--- config.mk ---
export PLATFORM = sky130hd
export DESIGN_NAME = scaled_font_glyph_renderer
export DESIGN_NICKNAME = d
export VERILOG_FILES = /design/src/rtl/sfgr_pkg.sv /design/src/rtl/sfgr_font_rom.sv /design/src/rtl/sfgr_sequencer.sv /design/src/rtl/sfgr_expand.sv /design/src/rtl/scaled_font_glyph_renderer.sv
export VERILOG_INCLUDE_DIRS = /design/src /design/src/rtl
export SDC_FILE = /design/constraint.sdc
export NUM_CORES = 1
export LEC_CHECK = 0
export CORE_ASPECT_RATIO = 1.2
export CORE_MARGIN = 8
export CORE_UTILIZATION = 44
export DETAILED_ROUTE_END_ITERATION = 16
export DONT_BUFFER_PORTS = 1
export PLACE_DENSITY = 0.64
export SETUP_SLACK_MARGIN = 0.3
export SYNTH_ARGS = -nofsm -noshare
export SYNTH_HDL_FRONTEND = slang
export SYNTH_HIERARCHICAL = 1
export SYNTH_SLANG_ARGS = --single-unit
--- constraint.sdc ---
create_clock -name clk -period 4.52 [get_ports clk]
set_input_delay 0.678 -clock clk [delete_from_list [all_inputs] [get_ports clk]]
set_output_delay 0.678 -clock clk [all_outputs]
set_load 0.01 [all_outputs]
--- src/rtl/scaled_font_glyph_renderer_defines.svh ---
// Assertion macros shared by the glyph renderer RTL.
// Included by sfgr_sequencer, the module that carries concurrent assertions; no other dependencies.
`ifndef SCALED_FONT_GLYPH_RENDERER_DEFINES_SVH
`define SCALED_FONT_GLYPH_RENDERER_DEFINES_SVH

// Same-cycle implication, disabled while reset is asserted.
`define SFGR_ASSERT_NOW(lbl, clk, rst_n, ante, cons, msg) \
	lbl: assert property (@(posedge clk) disable iff (!rst_n) (ante) |-> (cons)) \
		else $error(msg);

// Next-cycle implication, disabled while reset is asserted.
`define SFGR_ASSERT_NEXT(lbl, clk, rst_n, ante, cons, msg) \
	lbl: assert property (@(posedge clk) disable iff (!rst_n) (ante) |=> (cons)) \
		else $error(msg);

`endif

--- src/rtl/sfgr_pkg.sv ---
// Shared types, register indexes and the 5x7 font table of the glyph renderer.
// No dependencies; imported by every module of the block.
`default_nettype none

package sfgr_pkg;

	// Glyph geometry
	localparam int GLYPH_FIRST = 32;
	localparam int GLYPH_LAST  = 126;
	localparam int GLYPH_COUNT = 95;
	localparam int GLYPH_COLS  = 5;
	localparam int ROM_DEPTH   = GLYPH_COUNT * GLYPH_COLS;
	localparam int ROM_AW      = $clog2(ROM_DEPTH);

	// Cell column index of the blank spacer column
	localparam logic [2:0] BLANK_COL = 3'd5;

	// Configuration register indexes
	localparam logic [1:0] REG_H_SCALE       = 2'd0;
	localparam logic [1:0] REG_V_SCALE       = 2'd1;
	localparam logic [1:0] REG_COLUMN_OFFSET = 2'd2;

	// Input actions
	localparam logic ACT_SET_CURSOR = 1'b0;
	localparam logic ACT_RENDER     = 1'b1;

	// Configuration register file contents
	typedef struct packed {
		logic [2:0] h_scale;
		logic [2:0] v_scale;
		logic [5:0] column_offset;
	} cfg_t;

	// One span write issued by the sequencer, on its way to the expand stage
	typedef struct packed {
		logic       valid;
		logic       blank;
		logic [1:0] row;
		logic [2:0] vsc;
		logic [2:0] page;
		logic [7:0] column;
		logic [2:0] span;
		logic       last;
	} issue_t;

	// Font table: five column bytes per glyph, codes 32..126, bit zero topmost
	localparam logic [7:0] FONT_ROM [0:ROM_DEPTH-1] = '{
		8'h00,8'h00,8'h00,8'h00,8'h00, 8'h00,8'h00,8'h5F,8'h00,8'h00,
		8'h00,8'h07,8'h00,8'h07,8'h00, 8'h14,8'h7F,8'h14,8'h7F,8'h14,
		8'h24,8'h2A,8'h7F,8'h2A,8'h12, 8'h23,8'h13,8'h08,8'h64,8'h62,
		8'h36,8'h49,8'h56,8'h20,8'h50, 8'h00,8'h08,8'h07,8'h03,8'h00,
		8'h00,8'h1C,8'h22,8'h41,8'h00, 8'h00,8'h41,8'h22,8'h1C,8'h00,
		8'h2A,8'h1C,8'h7F,8'h1C,8'h2A, 8'h08,8'h08,8'h3E,8'h08,8'h08,
		8'h00,8'h00,8'h70,8'h30,8'h00, 8'h08,8'h08,8'h08,8'h08,8'h08,
		8'h00,8'h00,8'h60,8'h60,8'h00, 8'h20,8'h10,8'h08,8'h04,8'h02,
		8'h3E,8'h51,8'h49,8'h45,8'h3E, 8'h00,8'h42,8'h7F,8'h40,8'h00,
		8'h72,8'h49,8'h49,8'h49,8'h46, 8'h21,8'h41,8'h49,8'h4D,8'h33,
		8'h18,8'h14,8'h12,8'h7F,8'h10, 8'h27,8'h45,8'h45,8'h45,8'h39,
		8'h3C,8'h4A,8'h49,8'h49,8'h31, 8'h41,8'h21,8'h11,8'h09,8'h07,
		8'h36,8'h49,8'h49,8'h49,8'h36, 8'h46,8'h49,8'h49,8'h29,8'h1E,
		8'h00,8'h00,8'h14,8'h00,8'h00, 8'h00,8'h40,8'h34,8'h00,8'h00,
		8'h00,8'h08,8'h14,8'h22,8'h41, 8'h14,8'h14,8'h14,8'h14,8'h14,
		8'h00,8'h41,8'h22,8'h14,8'h08, 8'h02,8'h01,8'h59,8'h09,8'h06,
		8'h3E,8'h41,8'h5D,8'h59,8'h4E, 8'h7C,8'h12,8'h11,8'h12,8'h7C,
		8'h7F,8'h49,8'h49,8'h49,8'h36, 8'h3E,8'h41,8'h41,8'h41,8'h22,
		8'h7F,8'h41,8'h41,8'h41,8'h3E, 8'h7F,8'h49,8'h49,8'h49,8'h41,
		8'h7F,8'h09,8'h09,8'h09,8'h01, 8'h3E,8'h41,8'h41,8'h51,8'h73,
		8'h7F,8'h08,8'h08,8'h08,8'h7F, 8'h00,8'h41,8'h7F,8'h41,8'h00,
		8'h20,8'h40,8'h41,8'h3F,8'h01, 8'h7F,8'h08,8'h14,8'h22,8'h41,
		8'h7F,8'h40,8'h40,8'h40,8'h40, 8'h7F,8'h02,8'h1C,8'h02,8'h7F,
		8'h7F,8'h04,8'h08,8'h10,8'h7F, 8'h3E,8'h41,8'h41,8'h41,8'h3E,
		8'h7F,8'h09,8'h09,8'h09,8'h06, 8'h3E,8'h41,8'h51,8'h21,8'h5E,
		8'h7F,8'h09,8'h19,8'h29,8'h46, 8'h26,8'h49,8'h49,8'h49,8'h32,
		8'h03,8'h01,8'h7F,8'h01,8'h03, 8'h3F,8'h40,8'h40,8'h40,8'h3F,
		8'h1F,8'h20,8'h40,8'h20,8'h1F, 8'h3F,8'h40,8'h38,8'h40,8'h3F,
		8'h63,8'h14,8'h08,8'h14,8'h63, 8'h03,8'h04,8'h78,8'h04,8'h03,
		8'h61,8'h59,8'h49,8'h4D,8'h43, 8'h00,8'h7F,8'h41,8'h41,8'h41,
		8'h02,8'h04,8'h08,8'h10,8'h20, 8'h00,8'h41,8'h41,8'h41,8'h7F,
		8'h04,8'h02,8'h01,8'h02,8'h04, 8'h40,8'h40,8'h40,8'h40,8'h40,
		8'h00,8'h03,8'h07,8'h08,8'h00, 8'h20,8'h54,8'h54,8'h38,8'h40,
		8'h7F,8'h28,8'h44,8'h44,8'h38, 8'h38,8'h44,8'h44,8'h44,8'h28,
		8'h38,8'h44,8'h44,8'h28,8'h7F, 8'h38,8'h54,8'h54,8'h54,8'h18,
		8'h00,8'h08,8'h7E,8'h09,8'h02, 8'h0C,8'h52,8'h52,8'h4A,8'h3C,
		8'h7F,8'h08,8'h04,8'h04,8'h78, 8'h00,8'h44,8'h7D,8'h40,8'h00,
		8'h20,8'h40,8'h40,8'h3D,8'h00, 8'h7F,8'h10,8'h28,8'h44,8'h00,
		8'h00,8'h41,8'h7F,8'h40,8'h00, 8'h7C,8'h04,8'h78,8'h04,8'h78,
		8'h7C,8'h08,8'h04,8'h04,8'h78, 8'h38,8'h44,8'h44,8'h44,8'h38,
		8'h7C,8'h18,8'h24,8'h24,8'h18, 8'h18,8'h24,8'h24,8'h18,8'h7C,
		8'h7C,8'h08,8'h04,8'h04,8'h08, 8'h48,8'h54,8'h54,8'h54,8'h24,
		8'h04,8'h04,8'h3F,8'h44,8'h24, 8'h3C,8'h40,8'h40,8'h20,8'h7C,
		8'h1C,8'h20,8'h40,8'h20,8'h1C, 8'h3C,8'h40,8'h30,8'h40,8'h3C,
		8'h44,8'h28,8'h10,8'h28,8'h44, 8'h4C,8'h50,8'h50,8'h50,8'h3C,
		8'h44,8'h64,8'h54,8'h4C,8'h44, 8'h00,8'h08,8'h36,8'h41,8'h00,
		8'h00,8'h00,8'h77,8'h00,8'h00, 8'h00,8'h41,8'h36,8'h08,8'h00,
		8'h02,8'h01,8'h02,8'h04,8'h02
	};

endpackage

`default_nettype wire

--- src/rtl/sfgr_font_rom.sv ---
// Synchronous font ROM: one column byte per read, with registered read data.
// Depends on sfgr_pkg for the font table and its address width.
`default_nettype none

module sfgr_font_rom (
	input  wire logic                       clk,
	input  wire logic                       rd_en,
	input  wire logic [sfgr_pkg::ROM_AW-1:0] rd_addr,
	output logic      [7:0]                  rd_data_s1
);
	import sfgr_pkg::*;

	// Registered read, held while the pipeline is stalled
	always_ff @(posedge clk) begin
		if (rd_en) begin
			rd_data_s1 <= FONT_ROM[rd_addr];
		end
	end

endmodule

`default_nettype wire

--- src/rtl/sfgr_sequencer.sv ---
// Input handshake, cursor state and the column/row sequencer that issues span writes.
// Depends on sfgr_pkg and the assertion macros in scaled_font_glyph_renderer_defines.svh.
`default_nettype none
`include "scaled_font_glyph_renderer_defines.svh"

module sfgr_sequencer #(
	parameter int DISPLAY_WIDTH = 96,
	parameter int PAGE_ROWS     = 5
) (
	input  wire logic                        clk,
	input  wire logic                        arst_n,
	input  wire sfgr_pkg::cfg_t              cfg,
	input  wire logic                        adv,
	input  wire logic                        in_valid,
	output logic                             in_stall,
	input  wire logic                        action,
	input  wire logic [6:0]                  char_code,
	input  wire logic [6:0]                  cursor_col,
	input  wire logic [2:0]                  cursor_page,
	output logic      [sfgr_pkg::ROM_AW-1:0] rom_addr,
	output sfgr_pkg::issue_t                 iss_s1
);
	import sfgr_pkg::*;

	localparam logic        [7:0] DW8 = 8'(DISPLAY_WIDTH);
	localparam logic signed [4:0] PR5 = 5'(PAGE_ROWS);

	logic       busy_q;
	logic [2:0] i_q;
	logic [1:0] j_q;
	logic [6:0] glyph_q;
	logic [2:0] item_h_q;
	logic [2:0] item_v_q;
	logic [7:0] cur_col_q;
	logic [2:0] cur_page_q;

	logic        in_acc;
	logic        row_last;
	logic        item_last;
	logic        fin;
	logic [6:0]  glyph_d;
	logic [4:0]  col_mul;
	logic [7:0]  base_col;
	logic [7:0]  col_step;
	logic [7:0]  col_sum;
	logic [4:0]  next_page;
	logic signed [4:0] page_bound;
	issue_t      iss;

	// Handshake: a new transaction enters as the current character issues its last write
	assign row_last  = ({1'b0, j_q} == (item_v_q - 3'd1));
	assign item_last = (i_q == BLANK_COL) && row_last;
	assign fin       = busy_q && item_last && adv;
	assign in_stall  = busy_q && !fin;
	assign in_acc    = in_valid && !in_stall;

	// Codes without a glyph map to space
	assign glyph_d = ((char_code >= 7'(GLYPH_FIRST)) && (char_code <= 7'(GLYPH_LAST))) ?
		(char_code - 7'(GLYPH_FIRST)) : 7'd0;

	// Font address: glyph * 5 + column
	assign rom_addr = (i_q == BLANK_COL) ? '0 :
		(ROM_AW'({glyph_q, 2'b00}) + ROM_AW'(glyph_q) + ROM_AW'(i_q));

	// Span write fields for the current column and page row
	assign col_mul  = {2'b00, i_q} * {2'b00, item_h_q};
	assign base_col = cur_col_q + {3'b000, col_mul};

	always_comb begin
		iss        = '0;
		iss.valid  = busy_q;
		iss.blank  = (i_q == BLANK_COL);
		iss.row    = j_q;
		iss.vsc    = item_v_q;
		iss.page   = cur_page_q + {1'b0, j_q};
		iss.column = base_col + {2'b00, cfg.column_offset};
		iss.span   = item_h_q;
		iss.last   = item_last;
	end

	// Cursor advance: six cell columns per character, wrap to the next text line
	assign col_step   = ({5'b0, item_h_q} << 2) + ({5'b0, item_h_q} << 1);
	assign col_sum    = cur_col_q + col_step;
	assign next_page  = {2'b00, cur_page_q} + {2'b00, item_v_q};
	assign page_bound = PR5 - $signed({2'b00, item_v_q});

	// Sequencer counters and per-character latches
	always_ff @(posedge clk or negedge arst_n) begin
		if (!arst_n) begin
			busy_q <= 1'b0;
			i_q    <= '0;
			j_q    <= '0;
		end else if (in_acc && (action == ACT_RENDER)) begin
			busy_q <= 1'b1;
			i_q    <= '0;
			j_q    <= '0;
		end else if (fin) begin
			busy_q <= 1'b0;
		end else if (busy_q && adv) begin
			if (row_last) begin
				j_q <= '0;
				i_q <= i_q + 3'd1;
			end else begin
				j_q <= j_q + 2'd1;
			end
		end
	end

	always_ff @(posedge clk) begin
		if (in_acc && (action == ACT_RENDER)) begin
			glyph_q  <= glyph_d;
			item_h_q <= cfg.h_scale;
			item_v_q <= cfg.v_scale;
		end
	end

	// Cursor registers; a set-cursor transaction overrides the advance of the same edge
	always_ff @(posedge clk or negedge arst_n) begin
		if (!arst_n) begin
			cur_col_q  <= '0;
			cur_page_q <= '0;
		end else if (in_acc && (action == ACT_SET_CURSOR)) begin
			cur_col_q  <= {1'b0, cursor_col};
			cur_page_q <= cursor_page;
		end else if (fin) begin
			if (col_sum >= DW8) begin
				cur_col_q <= '0;
				if ($signed(next_page) >= page_bound) begin
					cur_page_q <= '0;
				end else begin
					cur_page_q <= next_page[2:0];
				end
			end else begin
				cur_col_q <= col_sum;
			end
		end
	end

	// Issue register, aligned with the font ROM read data
	always_ff @(posedge clk or negedge arst_n) begin
		if (!arst_n) begin
			iss_s1 <= '0;
		end else if (adv) begin
			iss_s1 <= iss;
		end
	end

	// Checks
	`SFGR_ASSERT_NOW(a_cnt_range, clk, arst_n, busy_q,
		(i_q <= BLANK_COL) && ({1'b0, j_q} < item_v_q), "sequencer counter out of range")
	`SFGR_ASSERT_NEXT(a_hold_on_stall, clk, arst_n, busy_q && !adv,
		busy_q && $stable(i_q) && $stable(j_q), "sequencer moved while stalled")
	`SFGR_ASSERT_NEXT(a_start, clk, arst_n, in_acc && (action == ACT_RENDER),
		busy_q && (i_q == 3'd0) && (j_q == 2'd0), "render did not start at column zero")
	`SFGR_ASSERT_NEXT(a_finish, clk, arst_n, fin && !(in_acc && (action == ACT_RENDER)),
		!busy_q, "sequencer still busy after final write")

endmodule

`default_nettype wire

--- src/rtl/sfgr_expand.sv ---
// Column expand stage: vertical bit replication, page byte select and output register.
// Depends on sfgr_pkg for the issue record.
`default_nettype none

module sfgr_expand (
	input  wire logic             clk,
	input  wire logic             arst_n,
	input  wire logic             adv,
	input  wire sfgr_pkg::issue_t iss_s1,
	input  wire logic [7:0]       rd_data_s1,
	output logic                  out_valid,
	output logic      [2:0]       page,
	output logic      [7:0]       column,
	output logic      [7:0]       pixels,
	output logic      [2:0]       span,
	output logic                  last
);
	import sfgr_pkg::*;

	// Repeat every bit of a column byte v times
	function automatic logic [31:0] stretch(input logic [7:0] c, input logic [2:0] v);
		logic [31:0] w;
		w = '0;
		for (int b = 0; b < 8; b++) begin
			case (v)
				3'd2: w[2*b +: 2] = {2{c[b]}};
				3'd3: w[3*b +: 3] = {3{c[b]}};
				3'd4: w[4*b +: 4] = {4{c[b]}};
				default: w[b] = c[b];
			endcase
		end
		return w;
	endfunction

	logic [7:0]  col_byte;
	logic [31:0] word;
	logic        valid_s2;
	logic [2:0]  page_s2;
	logic [7:0]  column_s2;
	logic [7:0]  pixels_s2;
	logic [2:0]  span_s2;
	logic        last_s2;

	// Glyph column shifted down one pixel; spacer column is empty
	assign col_byte = iss_s1.blank ? 8'h00 : {rd_data_s1[6:0], 1'b0};
	assign word     = stretch(col_byte, iss_s1.vsc);

	// Output register
	always_ff @(posedge clk or negedge arst_n) begin
		if (!arst_n) begin
			valid_s2 <= 1'b0;
		end else if (adv) begin
			valid_s2 <= iss_s1.valid;
		end
	end

	always_ff @(posedge clk) begin
		if (adv) begin
			page_s2   <= iss_s1.page;
			column_s2 <= iss_s1.column;
			pixels_s2 <= word[{iss_s1.row, 3'b000} +: 8];
			span_s2   <= iss_s1.span;
			last_s2   <= iss_s1.last;
		end
	end

	assign out_valid = valid_s2;
	assign page      = page_s2;
	assign column    = column_s2;
	assign pixels    = pixels_s2;
	assign span      = span_s2;
	assign last      = last_s2;

endmodule

`default_nettype wire

--- src/rtl/scaled_font_glyph_renderer.sv ---
// Top level of the scaled 5x7 font glyph renderer: configuration registers and pipeline.
// Depends on sfgr_pkg, sfgr_font_rom, sfgr_sequencer and sfgr_expand.
`default_nettype none

// A render transaction produces 6 x v_scale span writes, one per clock while the output
// is not stalled: the sequencer steps over five glyph columns plus a blank spacer column,
// and over v_scale page rows within each, reading one byte a cycle from a synchronous font
// ROM. A set-cursor transaction produces no output. Results are registered in the ROM read,
// then in the output register. The next transaction is taken in the cycle the last write
// of the current character issues, so characters stream without gaps. Scale registers are
// clamped to 1..4 on write. There is no clearing pass after reset.
module scaled_font_glyph_renderer #(
	parameter int DISPLAY_WIDTH = 96,
	parameter int PAGE_ROWS     = 5
) (
	input  wire logic       clk,
	input  wire logic       arst_n,
	// configuration write port
	input  wire logic       cfg_we,
	input  wire logic [1:0] cfg_index,
	input  wire logic [5:0] cfg_data,
	// input channel
	input  wire logic       in_valid,
	output logic            in_stall,
	input  wire logic       action,
	input  wire logic [6:0] char_code,
	input  wire logic [6:0] cursor_col,
	input  wire logic [2:0] cursor_page,
	// output channel
	output logic            out_valid,
	input  wire logic       out_stall,
	output logic      [2:0] page,
	output logic      [7:0] column,
	output logic      [7:0] pixels,
	output logic      [2:0] span,
	output logic            last
);
	import sfgr_pkg::*;

	cfg_t              cfg_q;
	logic              adv;
	logic [2:0]        scale_wr;
	logic [ROM_AW-1:0] rom_addr;
	logic [7:0]        rd_data_s1;
	issue_t            iss_s1;

	// Whole pipeline moves when the output register is free or being drained
	assign adv = !out_valid || !out_stall;

	// Scale writes clamp to 1..4
	always_comb begin
		scale_wr = cfg_data[2:0];
		if (cfg_data[2:0] == 3'd0) begin
			scale_wr = 3'd1;
		end else if (cfg_data[2:0] > 3'd4) begin
			scale_wr = 3'd4;
		end
	end

	// Configuration registers
	always_ff @(posedge clk or negedge arst_n) begin
		if (!arst_n) begin
			cfg_q.h_scale       <= 3'd1;
			cfg_q.v_scale       <= 3'd1;
			cfg_q.column_offset <= 6'd32;
		end else if (cfg_we) begin
			case (cfg_index)
				REG_H_SCALE:       cfg_q.h_scale       <= scale_wr;
				REG_V_SCALE:       cfg_q.v_scale       <= scale_wr;
				REG_COLUMN_OFFSET: cfg_q.column_offset <= cfg_data;
				default: ;
			endcase
		end
	end

	sfgr_sequencer #(
		.DISPLAY_WIDTH(DISPLAY_WIDTH),
		.PAGE_ROWS    (PAGE_ROWS)
	) u_seq (
		.clk        (clk),
		.arst_n     (arst_n),
		.cfg        (cfg_q),
		.adv        (adv),
		.in_valid   (in_valid),
		.in_stall   (in_stall),
		.action     (action),
		.char_code  (char_code),
		.cursor_col (cursor_col),
		.cursor_page(cursor_page),
		.rom_addr   (rom_addr),
		.iss_s1     (iss_s1)
	);

	sfgr_font_rom u_rom (
		.clk       (clk),
		.rd_en     (adv),
		.rd_addr   (rom_addr),
		.rd_data_s1(rd_data_s1)
	);

	sfgr_expand u_exp (
		.clk       (clk),
		.arst_n    (arst_n),
		.adv       (adv),
		.iss_s1    (iss_s1),
		.rd_data_s1(rd_data_s1),
		.out_valid (out_valid),
		.page      (page),
		.column    (column),
		.pixels    (pixels),
		.span      (span),
		.last      (last)
	);

endmodule

`default_nettype wire
==> run_results.csv <==
group,metric,value,unit
run_status,outcome,"finished, final reports clean",
finish,area_growth,13.3,%
detailed_routing,via_per_inst,6.92,
logic_synthesis,synth_warnings,6,
finish,final_common_cell,"buf_4",
cts,cts_buffer_depth,2,
worst_setup_path,setup.worst_path.start_class,"register",
global_route,grt_antenna_before_repair,0,
die,die_height,178,um
die,io_pins,56,
timing,period_needed,4080,ps
detailed_routing,drc,0,
finish,layout_common_cells,"114 x buf_4, 85 x a21oi_1, 78 x nor2_1",
cts,clkTransAtPathRegs,70,ps
cts,cts_hold_buf,0,
flow_run,cap_viol_max_count,0,
worst_setup_path,critPathCaptureType,"register",
die,core_region_area,21600,um2
detailed_routing,finalWirelength,39600,um
cts,cts_num_sinks,95,
timing,fin_crit_sh,90.3,%
logic_synthesis,syn_area,9610,um2
finish,fin_util,50.5,%
timing,slew_headroom,44.8,%
worst_setup_path,critPathMaxFanout,53,
worst_setup_path,critical_path_arrival,4250,ps
global_route,grt_pass1_wl,59700,um
finish,drive_gt1_share,17.8,%
timing,worst_slew_pin_slew,826,ps
global_route,grt.total_usage,29.5,%
cts,cts_tree,"built",
finish,fillCellCount,2035,
timing,setup_tns,0,ps
detailed_routing,route.detailed.wl_per_inst,27.3,um
placement,dp_cells,1436,
detailed_routing,vias,10100,
worst_setup_path,r2r-start,"u_seq/i_q[2]$_DFFE_PN0P_",
cts,root_buffer,"clkbuf_16",
logic_synthesis,synth_nets,1241,
placement,portBuffers,0,
die,die_w,151,um
cts,ctsResizeCount,0,
cts,clock_latency,350,ps
global_route,grt_max_degree,54,
die,initial_utilization,44.6,%
timing,rsz0062_at_grt,"true",
min_path,hold_class,"in -> async",
timing,setup_viol,0,
die,die_area,26800,um2
finish,layout.cells.non_filler,1452,
timing,slew_violations,0,
placement,gp_congestion,1.10,
cts,cts_buffers,9,
global_route,grt_pass1_vias,9613,
timing,hold_viol,0,
finish,fin_nets,1278,
global_route,gr-total-overflow,0,
finish,antennaDiodeCount,0,
worst_setup_path,worstPathRequired,4690,ps
worst_setup_path,reg2regPathDepth,13,
timing,fmax,0.245,GHz
worst_setup_path,path_class,"reg -> reg",
cts,ctsHtreeMaxLevel,3,
timing,fin_skew,10.3,ps
worst_setup_path,rrSetupSlack,440,ps
die,num_rows,59,
detailed_routing,first_iter_violations,1156,
logic_synthesis,synthCells,1136,
cts,postCtsSetupBuffers,0,
detailed_routing,drtPass1Iterations,6,
logic_synthesis,postSynthAreaPerCell,8.46,um2
detailed_routing,drtAntennaViolNets,0,
worst_setup_path,r2r-end,"u_rom/rd_data_s1[0]$_DFFE_PP_",
placement,hpwl,29300,um
layout make-up:
type	count	area [um2]	area share [%]
multi-input cells	888	6400	58.8
flip-flops and latches	95	2600	23.8
repair buffers	122	1020	9.33
well taps	274	343	3.15
clock buffers	10	229	2.10
inverters	57	214	1.97
clock inverters	6	92.6	0.850
sequential cells by signal, indices dropped and copies added (netlist names):
register and count:
u_seq/iss_s1 22, cfg_q 12, u_exp/column 8, u_exp/pixels 8
u_seq/cur_col_q 8, u_rom/rd_data_s1 7, u_seq/glyph_q 7, u_exp/page 3
u_exp/span 3, u_seq/cur_page_q 3, u_seq/i_q 3, u_seq/item_h_q 3
u_seq/item_v_q 3, u_seq/j_q 2, u_exp/last 1, u_exp/out_valid 1
u_seq/busy_q 1
worst max-delay path: stages (launching register included):
cell	delay (ps)
dfrtp_1	410
fa_1	570
inv_1	70
fa_1	460
nor2b_1	160
nor3_2	180
buf_12	280
buf_4	350
buf_4	350
mux2_2	370
a32oi_1	200
o21a_1	180
o21ai_0	110
a32oi_1	230
worst max-delay path by stage:
| stage | from | endpoint | slack [ps] | depth (start not counted) |
|---|---|---|---|---|
| 6_report | u_seq/i_q[2]$_DFFE_PN0P_ | u_rom/rd_data_s1[0]$_DFFE_PP_ | 440 | 13 |
| 5_1_grt | u_seq/i_q[2]$_DFFE_PN0P_ | u_rom/rd_data_s1[0]$_DFFE_PP_ | 280 | 13 |
| 4_1_cts | u_seq/i_q[2]$_DFFE_PN0P_ | u_rom/rd_data_s1[6]$_DFFE_PP_ | 440 | 15 |
| 3_5_place_dp | u_seq/i_q[2]$_DFFE_PN0P_ | u_rom/rd_data_s1[6]$_DFFE_PP_ | 470 | 15 |
| 3_3_place_gp | u_seq/i_q[2]$_DFFE_PN0P_ | u_rom/rd_data_s1[0]$_DFFE_PP_ | 480 | 13 |
| 2_1_floorplan | u_seq/i_q[2]$_DFFE_PN0P_ | u_rom/rd_data_s1[0]$_DFFE_PP_ | 840 | 13 |
layer usage:
metal	wire length (um)	track usage [%]
met1	14900	36.3
met2	18200	47.8
met3	4050	5.94
met4	2470	15.8
met5	0	0
stage by stage:
step,hold slack (ps),setup WS (ps),cell area (um2)
after floorplan,382,843,9610
after global placement,384,477,10500
after detailed placement,384,472,10500
after CTS,9.13,443,10900
after global routing,2.40,284,10900
final,20.5,438,10900
Power is not shown: default switching activity piles up to over one toggle a cycle in this logic, so the estimate is an artifact.
